[config.mk]
export PLATFORM = sky130hd
export DESIGN_NAME = trte_rto_calc
export DESIGN_NICKNAME = d
export VERILOG_FILES = /design/src/hdl/trte_pkg.sv /design/src/hdl/trte_rto_calc.sv
export SDC_FILE = /design/constraint.sdc
export NUM_CORES = 1
export LEC_CHECK = 0
export ABC_AREA = 0
export BUFFER_PORTS_ARGS = -buffer_cell sky130_fd_sc_hd__clkbuf_2
export CORE_ASPECT_RATIO = 1.1
export CORE_MARGIN = 1.5
export CORE_UTILIZATION = 55
export DETAILED_ROUTE_END_ITERATION = 16
export PLACE_DENSITY = 0.74
export SETUP_SLACK_MARGIN = 0.1
export SYNTH_ARGS = -nofsm -noshare
export SYNTH_HDL_FRONTEND = slang
export SYNTH_SLANG_ARGS = --single-unit
[constraint.sdc]
create_clock -name clk_i -period 7.85 [get_ports clk_i]
set_input_delay 1.57 -clock clk_i [delete_from_list [all_inputs] [get_ports clk_i]]
set_output_delay 1.57 -clock clk_i [all_outputs]
set_load 0.05 [all_outputs]
[src/hdl/trte_pkg.sv]
package trte_pkg;

  // Table geometry
  localparam int unsigned CONNECTIONS = 64;
  localparam int unsigned ADDR_W      = $clog2(CONNECTIONS);
  localparam int unsigned TIMERS      = 5;
  localparam int unsigned MAX_SHIFT   = 12;

  // Tick period and the reciprocal used to turn milliseconds into ticks
  localparam int unsigned TICK_MS     = 10;
  localparam int unsigned MS_W        = 21;
  localparam int unsigned DIV_SH      = 21;
  localparam int unsigned RECIP_W     = 22;
  localparam int unsigned TICK_RECIP  = (1 << DIV_SH) / TICK_MS;

  // Field widths
  localparam int unsigned CONN_W = 6;
  localparam int unsigned SEL_W  = 3;
  localparam int unsigned RTT_W  = 16;
  localparam int unsigned TICK_W = 16;
  localparam int unsigned SRTT_W = 20;
  localparam int unsigned SHF_W  = 4;
  localparam int unsigned GRAN_W = 10;

  typedef enum logic [2:0] {
    ACT_TICK   = 3'd0,
    ACT_SAMPLE = 3'd1,
    ACT_ARM    = 3'd2,
    ACT_STOP   = 3'd3,
    ACT_CLEAR  = 3'd4
  } action_e;

  typedef enum logic [1:0] {
    CFG_GRAN    = 2'd0,
    CFG_RTO_MIN = 2'd1,
    CFG_RTO_MAX = 2'd2,
    CFG_DEF_RTO = 2'd3
  } cfg_idx_e;

  typedef struct packed {
    logic [GRAN_W-1:0] gran;
    logic [TICK_W-1:0] rto_min;
    logic [TICK_W-1:0] rto_max;
    logic [TICK_W-1:0] def_rto;
  } cfg_t;

  typedef struct packed {
    logic [RTT_W-1:0]  rtt;
    logic [SRTT_W-1:0] rttvar;
    logic [SRTT_W-1:0] srtt;
  } rto_req_t;

  typedef struct packed {
    logic [TICK_W-1:0] rto;
    logic [SRTT_W-1:0] rttvar;
    logic [SRTT_W-1:0] srtt;
  } rto_rsp_t;

  // One connection row: all timers plus the estimator state
  typedef struct packed {
    logic [TIMERS-1:0][TICK_W-1:0] timers;
    logic [SHF_W-1:0]              shift;
    logic [TICK_W-1:0]             rto;
    logic [SRTT_W-1:0]             rttvar;
    logic [SRTT_W-1:0]             srtt;
  } entry_t;

  // Result item, last field in the lowest bits
  typedef struct packed {
    logic                  at_limit;
    logic [TICK_W-1:0]     rto;
    logic [SHF_W-1:0]      backoff;
    logic                  due;
    logic [TIMERS-1:0]     mask;
    logic [CONN_W-1:0]     conn;
  } result_t;

  // Backoff multiplier per shift
  function automatic logic [6:0] backoff_scale(input logic [SHF_W-1:0] shift);
    logic [6:0] m;
    case (shift)
      4'd0:    m = 7'd1;
      4'd1:    m = 7'd2;
      4'd2:    m = 7'd4;
      4'd3:    m = 7'd8;
      4'd4:    m = 7'd16;
      4'd5:    m = 7'd32;
      default: m = 7'd64;
    endcase
    return m;
  endfunction

endpackage

[src/hdl/trte_rto_calc.sv]
module trte_rto_calc (
  input  logic               clk_i,
  input  logic               rst_ni,
  input  logic               start_i,
  input  trte_pkg::rto_req_t req_i,
  input  trte_pkg::cfg_t     cfg_i,
  output logic               done_o,
  output trte_pkg::rto_rsp_t rsp_o
);
  import trte_pkg::*;

  // Stage 1: estimator update and RTO in milliseconds
  logic [16:0]       srtt_sc;
  logic [17:0]       delta;
  logic [17:0]       mag;
  logic [SRTT_W:0]   srtt_sum;
  logic [SRTT_W-1:0] srtt_n;
  logic [SRTT_W-1:0] var_n;
  logic [SRTT_W-1:0] var_term;
  logic [MS_W-1:0]   ms_n;

  always_comb begin
    srtt_sc  = req_i.srtt[SRTT_W-1:3];
    delta    = {2'b00, req_i.rtt} - {1'b0, srtt_sc};
    mag      = delta[17] ? (18'd0 - delta) : delta;
    srtt_sum = {1'b0, req_i.srtt} + {{3{delta[17]}}, delta};
    if (req_i.srtt == '0) begin
      srtt_n = {1'b0, req_i.rtt, 3'b000};
      var_n  = {3'b000, req_i.rtt, 1'b0};
    end else begin
      srtt_n = srtt_sum[SRTT_W-1:0];
      var_n  = req_i.rttvar + {2'b00, mag} - {2'b00, req_i.rttvar[SRTT_W-1:2]};
    end
    var_term = (var_n > {10'd0, cfg_i.gran}) ? var_n : {10'd0, cfg_i.gran};
    ms_n     = {4'd0, srtt_n[SRTT_W-1:3]} + {1'b0, var_term};
  end

  logic                      v1_q, v2_q, v3_q;
  logic [SRTT_W-1:0]         srtt1_q, var1_q, srtt2_q, var2_q, srtt3_q, var3_q;
  logic [MS_W-1:0]           ms1_q, ms2_q, ms3_q;
  logic [MS_W+RECIP_W-1:0]   prod_q;
  logic [MS_W-1:0]           q0_q;
  logic [MS_W-1:0]           qt_q;
  logic [MS_W-1:0]           q0_c;
  logic [MS_W+9:0]           qt_c;

  assign q0_c = prod_q[DIV_SH +: MS_W];
  assign qt_c = {10'd0, q0_c} * (MS_W+10)'(TICK_MS);

  always_ff @(posedge clk_i or negedge rst_ni) begin
    if (!rst_ni) begin
      v1_q <= 1'b0;
      v2_q <= 1'b0;
      v3_q <= 1'b0;
    end else begin
      v1_q <= start_i;
      v2_q <= v1_q;
      v3_q <= v2_q;
    end
  end

  always_ff @(posedge clk_i) begin
    srtt1_q <= srtt_n;
    var1_q  <= var_n;
    ms1_q   <= ms_n;
    // multiply by the reciprocal of the tick period
    prod_q  <= {{RECIP_W{1'b0}}, ms1_q} * (MS_W+RECIP_W)'(TICK_RECIP);
    srtt2_q <= srtt1_q;
    var2_q  <= var1_q;
    ms2_q   <= ms1_q;
    q0_q    <= q0_c;
    qt_q    <= qt_c[MS_W-1:0];
    srtt3_q <= srtt2_q;
    var3_q  <= var2_q;
    ms3_q   <= ms2_q;
  end

  // Stage 4: one-step quotient correction, then clamp
  logic [MS_W-1:0] rem;
  logic [MS_W-1:0] ticks;

  always_comb begin
    rem   = ms3_q - qt_q;
    ticks = (rem >= MS_W'(TICK_MS)) ? (q0_q + MS_W'(1)) : q0_q;
    if (ticks < {5'd0, cfg_i.rto_min}) begin
      rsp_o.rto = cfg_i.rto_min;
    end else if (ticks > {5'd0, cfg_i.rto_max}) begin
      rsp_o.rto = cfg_i.rto_max;
    end else begin
      rsp_o.rto = ticks[TICK_W-1:0];
    end
    rsp_o.srtt   = srtt3_q;
    rsp_o.rttvar = var3_q;
  end

  assign done_o = v3_q;

endmodule

* After elaboration in Yosys (flattened, before gate mapping)
Index checks and enable logic that the tools add are counted.
Storage, ports and cells: bits in registers 263, input port bits 117, word-level logic and storage cells 38, output and inout bits 57
Cells by class: $add $sub $neg 8, reduce and logical (&&, ||, !) cells 1, $lt $le $gt $ge 4, $mul 2, muxes and demuxes 7
Operator list (number):
- $mux W20 | 3
- $mul A21 B18 Y39 const B | 1
- $mux W16 | 2
- $add A17 B20 Y21 | 1
- $ge A21 B4 Y1 const B | 1
- $sub A21 B21 Y21 | 1
- $add A20 B18 Y20 | 1
- $add A20 B20 Y20 | 1
- $gt A20 B10 Y1 | 1
- $logic_not A20 Y1 | 1
- $mul A18 B3 Y20 const B | 1
- $sub A20 B18 Y20 | 1
- $add A18 B1 Y19 const B | 1
- $gt A19 B16 Y1 | 1
- $lt A19 B16 Y1 | 1
- $mux W19 | 1
- $mux W18 | 1
- $sub A1 B18 Y18 const A | 1
- $sub A16 B17 Y18 | 1

* Logic depth before layout (Yosys ltp)
Gate-level depths: netlist of the first run.
depth after elaboration 9, depth in mapped cells 46, mapped depth without buffers 43

* Worst setup path before layout of the first run
No wires, ideal clock.
path kind input -> register, from input req_i[4] in the netlist's numbering, to register ms1_q[19], path buffers 2, arrival time 10224 ps, stages 42, slack -2509 ps, required time 7715 ps, setup time 135 ps, cell sequence inv_1 > ha_1 > nor2b_1 > o31a_1 > o31a_1 > o22ai_2 > a211oi_1 > o21ai_0 > a21oi_1 > o21bai_1 > clkbuf_1 > a21oi_1 > fa_1 > inv_1 > ha_1 > a211oi_1 > o21a_1 > o21bai_1 > [6 not listed] > nor2b_1 > a211oi_1 > nor4_1 > or4b_1 > nor4_2 > buf_6 > mux2_1 > ha_1 > a21o_1 > a21oi_1 > o21a_1 > o21ai_0 > a41oi_1 > a2111oi_0 > o31ai_1 > a21o_1 > nor4b_1 > xor2_1
Between the ends: word-level cells in the longest chain between the ends 9, elaborated cells between the ends (all ways) 12, classes of those cells 6 x add/sub; 1 x order compare; 4 x mux; 1 x reduce/logical
Ends and longest elaborated chain:
- from (decl) | line trte_rto_calc.sv:5 | input trte_pkg::rto_req_t req_i,
- $sub A16 B17 Y18 | line trte_rto_calc.sv:24 | delta = {2'b00, req_i.rtt} - {1'b0, srtt_sc};
- $sub A1 B18 Y18 | line trte_rto_calc.sv:25 | mag = delta[17] ? (18'd0 - delta) : delta;
- $mux W18 | line trte_rto_calc.sv:25
- $add A20 B18 Y20 | line trte_rto_calc.sv:32 | var_n = req_i.rttvar + {2'b00, mag} - {2'b00, req_i.rttvar[SRTT_W-1:2]};
- $sub A20 B18 Y20 | line trte_rto_calc.sv:32
- $mux W20 * | line trte_rto_calc.sv:27 | if (req_i.srtt == '0) begin
- named net var_n[7] | line trte_rto_calc.sv:18 | logic [SRTT_W-1:0] var_n;
- $gt A20 B10 Y1 | line trte_rto_calc.sv:34 | var_term = (var_n > {10'd0, cfg_i.gran}) ? var_n : {10'd0, cfg_i.gran};
- $mux W20 * | line trte_rto_calc.sv:34
- $add A17 B20 Y21 * | line trte_rto_calc.sv:35 | ms_n = {4'd0, srtt_n[SRTT_W-1:3]} + {1'b0, var_term};
- named net ms_n[19] | line trte_rto_calc.sv:20 | logic [MS_W-1:0] ms_n;
- to (signal assigned) | line trte_rto_calc.sv:65 | ms1_q <= ms_n;
- to (decl) | line trte_rto_calc.sv:40 | logic [MS_W-1:0] ms1_q, ms2_q, ms3_q;
The timed path passes the listed nets; every way through them passes the cells marked *. A chain may end at the register's enable or synchronous reset.

* Final worst setup path of the first run
from input req_i[41] in the netlist's numbering, to register ms1_q[19]
Between the ends: word-level cells in the longest chain between the ends 9, elaborated cells between the ends (all ways) 11, classes of those cells 6 x add/sub; 1 x order compare; 4 x mux
Ends and longest elaborated chain (line):
- $sub A16 B17 Y18 * | trte_rto_calc.sv:24
- $sub A1 B18 Y18 | trte_rto_calc.sv:25
- $mux W18 * | trte_rto_calc.sv:25
- $add A20 B18 Y20 * | trte_rto_calc.sv:32
- $sub A20 B18 Y20 * | trte_rto_calc.sv:32
- $mux W20 * | trte_rto_calc.sv:27
- named net var_n[9] | trte_rto_calc.sv:18
- $gt A20 B10 Y1 | trte_rto_calc.sv:34
- $mux W20 * | trte_rto_calc.sv:34
- $add A17 B20 Y21 * | trte_rto_calc.sv:35
- named net ms_n[19] | trte_rto_calc.sv:20
Marked as above.

==> results list, run 1 <==
- CTS tree: done
- For the worst setup path, the data required time is 8.32 ns.
- Adder and majority cell fraction of the synthesized area: 0.362
* Number of H-tree levels: 1
- Die outline area: 37300 um2
* Initial standard-cell utilization of the core: 0.562
- HPWL after detailed placement: 42.4 mm
* Setup repair after global routing missed its margin: yes
* Simple logic cell fraction of the synthesized area: 0.114
- The tree built by TritonCTS fans out to 238 sinks.
- Xor-xnor portion of the synthesized cell area: 0.0470
- For this run, the total global-route usage over all layers was measured as 0.279.
- Library cells used by synthesis: 90
- Yosys reg bits: 238
* Floorplan row count: 72
- Most frequent standard cell in the layout excluding fill and tap cells: sky130_fd_sc_hd__inv_1
- Count of unresolved DRC violations after routing: 0
- After synthesis, the largest family of logic cells by area is adder cells.
- The first routing iteration left 1032 violations.
* Highest-count cells in the layout ignoring fill and taps: sky130_fd_sc_hd__inv_1 (392), sky130_fd_sc_hd__ha_1 (302), sky130_fd_sc_hd__buf_4 (280)
- After clock tree synthesis, the clock-pin slew on the worst setup and hold paths is 0.07 ns.
- Crit. End Element: register
- Counting the fill cells in the layout gives 2477.
- Final cell utilization of the core: 0.721
* Pin count of the biggest net entering global routing: 25
- Largest stage delay on the critical path: 0.50 ns
- After synthesis, the share of cell area in mux cells is 0.0218.
- Vias per cell: around 5.6
- In the finished design, the share of the clock period the worst path needs comes to 1.25.
* Final min period: 9.80 ns
- Mean post-synth cell area: around 9.4 um2
* Crit-path slowest cell: sky130_fd_sc_hd__or4b_4
- Antenna Nets Post-Route: 0
- After routing the design area is 25500 um2.
- The area growth from synthesis to layout is 28.4%.
- Average wire per cell in the routed design: 17.9 um
- The tree is rooted in a sky130_fd_sc_hd__clkbuf_16.
- Clock buffer depth: 3
- IO Count: 174
* Synthesized Nets: between 2000 and 3000
- Start-to-end type of the worst setup path: in -> reg
- In this run, CTS created clock tree buffers numbering 22.
- Max-slew headroom at the worst pin: 0.429
* Placed cell areas: 23000 um2
- Outcome: complete, but fails checks
* Clk_lat worst skew: around 0.53 ns
- Skew final: between 0.015 and 0.02 ns
- Worst Path Max Fanout: 5
* Number of diodes: 0
- Violated checks: negative setup slack
- The first global-routing pass estimated 82.7 mm of wire.
- Final Hold Fails: 0
* Number of buffers inserted by port buffering: 157
- Across all setup checks in the final design, the least slack found is -1.95 ns.
- For the pin with the worst max-slew slack, the measured transition is 0.848 ns.
- STA classifies the critical path startpoint as an input port.
- Syn Inst Count: 2120
- The detailed router placed 17100 vias in this run.
* Core area: 35400 um2
- The total overflow left after global routing is 0.
- The total count of max-transition violations in the final report is 0.
* Buffer and inverter count on the worst path: 5
- Arrival time at the worst endpoint: 10.27 ns
* Type of the most critical hold path: reg -> reg
- Share of flip-flops with an asynchronous set or reset: 0.0126
* Vertical extent of the die: 202 um
- Count of nets after finishing: 3173
- The number of antenna violations at the first check in global routing came to 0.
- F_max: 102 MHz
- The final layout contains routed wiring with a total length of 55.0 mm.
- Of the synthesized area, sequential elements account for 0.240.
- From left edge to right edge, the die measures between 150 and 200 um.
- DRT Pass-1 Iters: 7
- Hold Buf Count CTS: 0
- GP Congestion: 0.956
- Grouping stages by cell kind, the critical path spends the most delay in compound AO/OA/AOI/OAI gates.
- In this run, synthesis inferred 0 flip-flops with an integrated enable.
* Most instantiated flip-flop cell in the synthesis netlist: sky130_fd_sc_hd__dfxtp_1
* Compound-Gate Fraction of Synth Area: 0.131
* Via count of the first global-routing pass: 17300
* Cell area after synthesis: 19900 um2
* Setup Viol. Count Final: 21
* Maximum capacitance violations: 0
- In the final layout, the share of cells above drive strength 1 is 0.263.
* Syn. warnings: 0
## stage by stage
stage               std cells  setup slack, ns  setup TNS, ns  hold slack, ns
detailed placement       2941            -2.94         -46.84           0.312
floorplan                2120            -1.67         -20.85           0.310
global placement         2941            -2.55         -39.36           0.310
finish                   3070            -1.95         -27.88           0.324
global route             3070            -2.32         -36.32           0.329
CTS                      3024            -1.80         -24.20           0.324
## what timing repair did
item,CTS,global route
buffers inserted,47,49
cloned,0,3
pin swaps,51,92
setup endpoints to repair,37,38
resized for setup,53,189
## cells by family after synthesis
group / count (synthesis)
AO/OA/AOI/OAI: 384
multiplexers: 40
AND/OR/NAND/NOR: 439
flip-flops: 238
adder cells (fa/ha/maj): 482
XOR/XNOR: 106
buffers and inverters: 431
## Yosys cell counts, types with 20 or more instances
cell type,n,share of area
sky130_fd_sc_hd__nand4_1,27,0.0085
sky130_fd_sc_hd__a211oi_1,23,0.0087
sky130_fd_sc_hd__a21oi_1,85,0.021
sky130_fd_sc_hd__xor2_1,52,0.023
sky130_fd_sc_hd__nor2b_1,22,0.0069
sky130_fd_sc_hd__mux2i_1,26,0.013
sky130_fd_sc_hd__o21ai_0,71,0.018
sky130_fd_sc_hd__nand2_1,102,0.019
sky130_fd_sc_hd__ha_1,323,0.20
sky130_fd_sc_hd__o21a_1,27,0.010
sky130_fd_sc_hd__nor3_1,41,0.010
sky130_fd_sc_hd__a21o_1,36,0.014
sky130_fd_sc_hd__xnor2_1,53,0.023
sky130_fd_sc_hd__nand3_1,44,0.011
sky130_fd_sc_hd__inv_1,400,0.075
sky130_fd_sc_hd__o31ai_1,20,0.0075
sky130_fd_sc_hd__dfxtp_1,235,0.24
sky130_fd_sc_hd__nor2_1,87,0.016
sky130_fd_sc_hd__fa_1,157,0.16
## final cells by class
| cell class | instances | area, um2 | share of cell area |
|---|---|---|---|
| Clock inverter | 10 | 90.1 | 0.00353 |
| Clock buffer | 27 | 579 | 0.0227 |
| Inverter | 400 | 1510 | 0.0591 |
| Timing Repair Buffer | 461 | 3380 | 0.132 |
| Tap cell | 481 | 602 | 0.0236 |
| Multi-Input combinational cell | 1453 | 14600 | 0.572 |
| Sequential cell | 238 | 4780 | 0.187 |
## final timing paths
path	from	endpoint	slack [ns]	cells past startpoint
min in group asynchronous	rst_ni	done_o	0.83	1
setup / recovery	req_i[41]	ms1_q[19]	-1.95	44
setup reg to reg	ms1_q[6]	prod_q[35]	1.60	19
max in group asynchronous	rst_ni	v1_q	6.90	1
hold reg to reg	var2_q[14]	var3_q[14]	0.32	0
hold / removal	var2_q[14]	var3_q[14]	0.32	0
## state kept, by name, indices dropped and copies added (netlist names)
name     cells
srtt1_q     20
done_o       1
srtt3_q     20
qt_q        20
srtt2_q     20
ms1_q       21
var3_q      20
var2_q      20
v2_q         1
v1_q         1
prod_q      18
q0_q        16
ms2_q       20
ms3_q       20
var1_q      20
## metal layers
layer	global-route usage	wire length, um
met5	0	0
met4	0.116	2550
met3	0.0257	2750
met2	0.524	28900
met1	0.320	20800
Power of run 1 is left out: the tool's default activity adds up to more than one toggle a clock period on the data nets, which glitch-free logic cannot reach.
==> inputs of run 2 (changes only) <==
- BUFFER_PORTS_ARGS: -buffer_cell sky130_fd_sc_hd__clkbuf_2 -> -buffer_cell sky130_fd_sc_hd__buf_2
==> results list, run 2 (synthesis results as in run 1) <==
* Skew final: 0.00932 ns
- The final layout contains routed wiring with a total length of 52.3 mm.
* Count of final max-slew check failures: 0
- The final layout contains 3118 nets.
- Type of the most critical hold path: reg -> reg
* Vias per cell: 5.50
- From left edge to right edge, the die measures 184 um.
- The via count of the first global-routing pass is between 15000 and 20000.
- At the worst endpoint, the arrival time is 9.86 ns.
- In this run the vertical extent of the chip is 202 um.
* Crit-path slowest cell: sky130_fd_sc_hd__or4b_4
- Row generation in the floorplan step produced 72 rows.
- Crit-path most repeated cell: sky130_fd_sc_hd__buf_6
- Clock buffer depth: 3
- The top cell types in the final layout, fill and taps aside, are sky130_fd_sc_hd__inv_1 (392), sky130_fd_sc_hd__ha_1 (307), sky130_fd_sc_hd__buf_4 (242).
* Actual transition at the worst max-transition pin: 0.801 ns
- Clock-pin slew was measured on the worst setup and hold paths at 0.07 ns.
* Outcome: complete, but fails checks
- Violated checks: negative setup slack
- For this run the aggregate overflow at the end of global routing stands at 0.
- The worst setup path is launched from an input port.
- Setup Viol. Count Final: 20
- Buffer and inverter count on the worst path: 8
- Core area: between 30000 and 40000 um2
- Biggest register: ms1_q
- Largest stage delay on the critical path: 0.50 ns
* HPWL after detailed placement: 42.6 mm
- After clock tree synthesis, the flow added hold-fix buffers numbering 0.
* Overall Global Routing Usage: 0.281
* Cell class contributing the biggest share of worst-path delay: compound AO/OA/AOI/OAI gates
- In the routed design, unresolved DRC markers number 0.
- In this run the number of H-tree levels came out at 1.
- Post-route setup slack: -1.57 ns
* Antenna Nets Post-Route: 0
* Most frequent standard cell in the layout excluding fill and tap cells: sky130_fd_sc_hd__inv_1
- Number of diodes: 0
* Number of antenna violations at the first check in global routing: 0
- The final route contains 16600 vias.
- F_max: around 110 MHz
- OpenSTA, run right after detailed placement, puts the worst setup slack at -2.87 ns.
* Maximum capacitance violations: 0
- Synthesis-to-layout area growth: 24.7%
- Port buffering added 157 buffers.
- In the final layout, the share of cells above drive strength 1 is 0.240.
- The critical path is of the in -> reg type.
- Setup repair after global routing could not meet its margin everywhere.
- Dividing the final minimum period by the clock period gives 1.20.
* Clock tree root driver cell: sky130_fd_sc_hd__clkbuf_16
* Average wire per cell in the routed design: 17.3 um
- For this design the top-level I/O count stands at 174.
- Data on the critical path is required at its endpoint by between 8 and 9 ns.
* Global-route wire length before repair: 83.3 mm
- The clock drives 238 sinks.
- The initial utilization of the core area, before any placement, comes to 0.562.
* Final min period: between 9 and 10 ns
- GP Congestion: 0.978
* Worst Path Max Fanout: 6
- DRT Pass-1 Iters: 7
* CTS tree: done
- The floorplan step defined a die boundary enclosing 37300 um2.
- Entering global routing, the biggest net connects 25 pins.
- Final cell utilization of the core: 0.701
- Number of buffers created by CTS: 23
- The number of hold violations in the final report was 0.
- Max FFs per register: 21
* Crit. End Element: register
* Number of DRC markers in iteration 0: 771
* Clk_lat worst skew: 0.54 ns
- Max-slew headroom at the worst pin: 0.452
## run 2: metal layers
metal	global-route usage	vias up	part of all wire
li1	-	8009	-
met1	0.316	7990	0.39
met2	0.530	476	0.52
met3	0.0303	138	0.041
met4	0.119	0	0.043
met5	0	-	0
## run 2: per-stage QoR
step / TNS (ns) / hold slack, ns / cell area, um2 / std cells
finish: -20.26 / 0.325 / 24800 / 3019
global route: -30.86 / 0.326 / 24800 / 3019
detailed placement: -45.40 / 0.312 / 22900 / 2943
global placement: -39.35 / 0.310 / 22900 / 2943
CTS: -22.08 / 0.327 / 24200 / 3002
floorplan: -20.85 / 0.310 / 20100 / 2120
## run 2: repair_timing
action,in CTS,in global routing
gates resized for setup,80,104
setup buffers,16,20
gates cloned,2,2
pin swaps,50,60
setup endpoints to repair,37,37
## run 2: worst reg2reg max path: cells and delay by family (launching register included)
| kind | cells | cell delay [ns] |
|---|---|---|
| adder cells (fa/ha/maj) | 7 | 3.21 |
| AND/OR/NAND/NOR | 4 | 0.63 |
| flip-flops | 1 | 0.52 |
| AO/OA/AOI/OAI | 5 | 1.27 |
| XOR/XNOR | 1 | 0.11 |
| buffers and inverters | 2 | 0.26 |
## run 2: path summary, 6_finish.rpt
kind,startpoint,end,slack (ns),depth (start not counted)
worst max-delay path,req_i[41],ms1_q[13],-1.57,45
worst min-delay path,srtt1_q[14],srtt2_q[14],0.32,0
worst max register to register,ms1_q[6],prod_q[35],1.72,19
worst min register to register,srtt1_q[14],srtt2_q[14],0.32,0
max in group asynchronous,rst_ni,v1_q,6.93,1
min in group asynchronous,rst_ni,done_o,0.81,1
## run 2: final cells by class
class                   count  area [um2]
multi-input cells        1455       14300
fillers                  2649       10600
flip-flops and latches    238        4780
repair buffers            403        2790
inverters                 400        1510
clock buffers              28         644
well taps                 481         602
clock inverters            14         165
Power of run 2 is left out for the same reason.
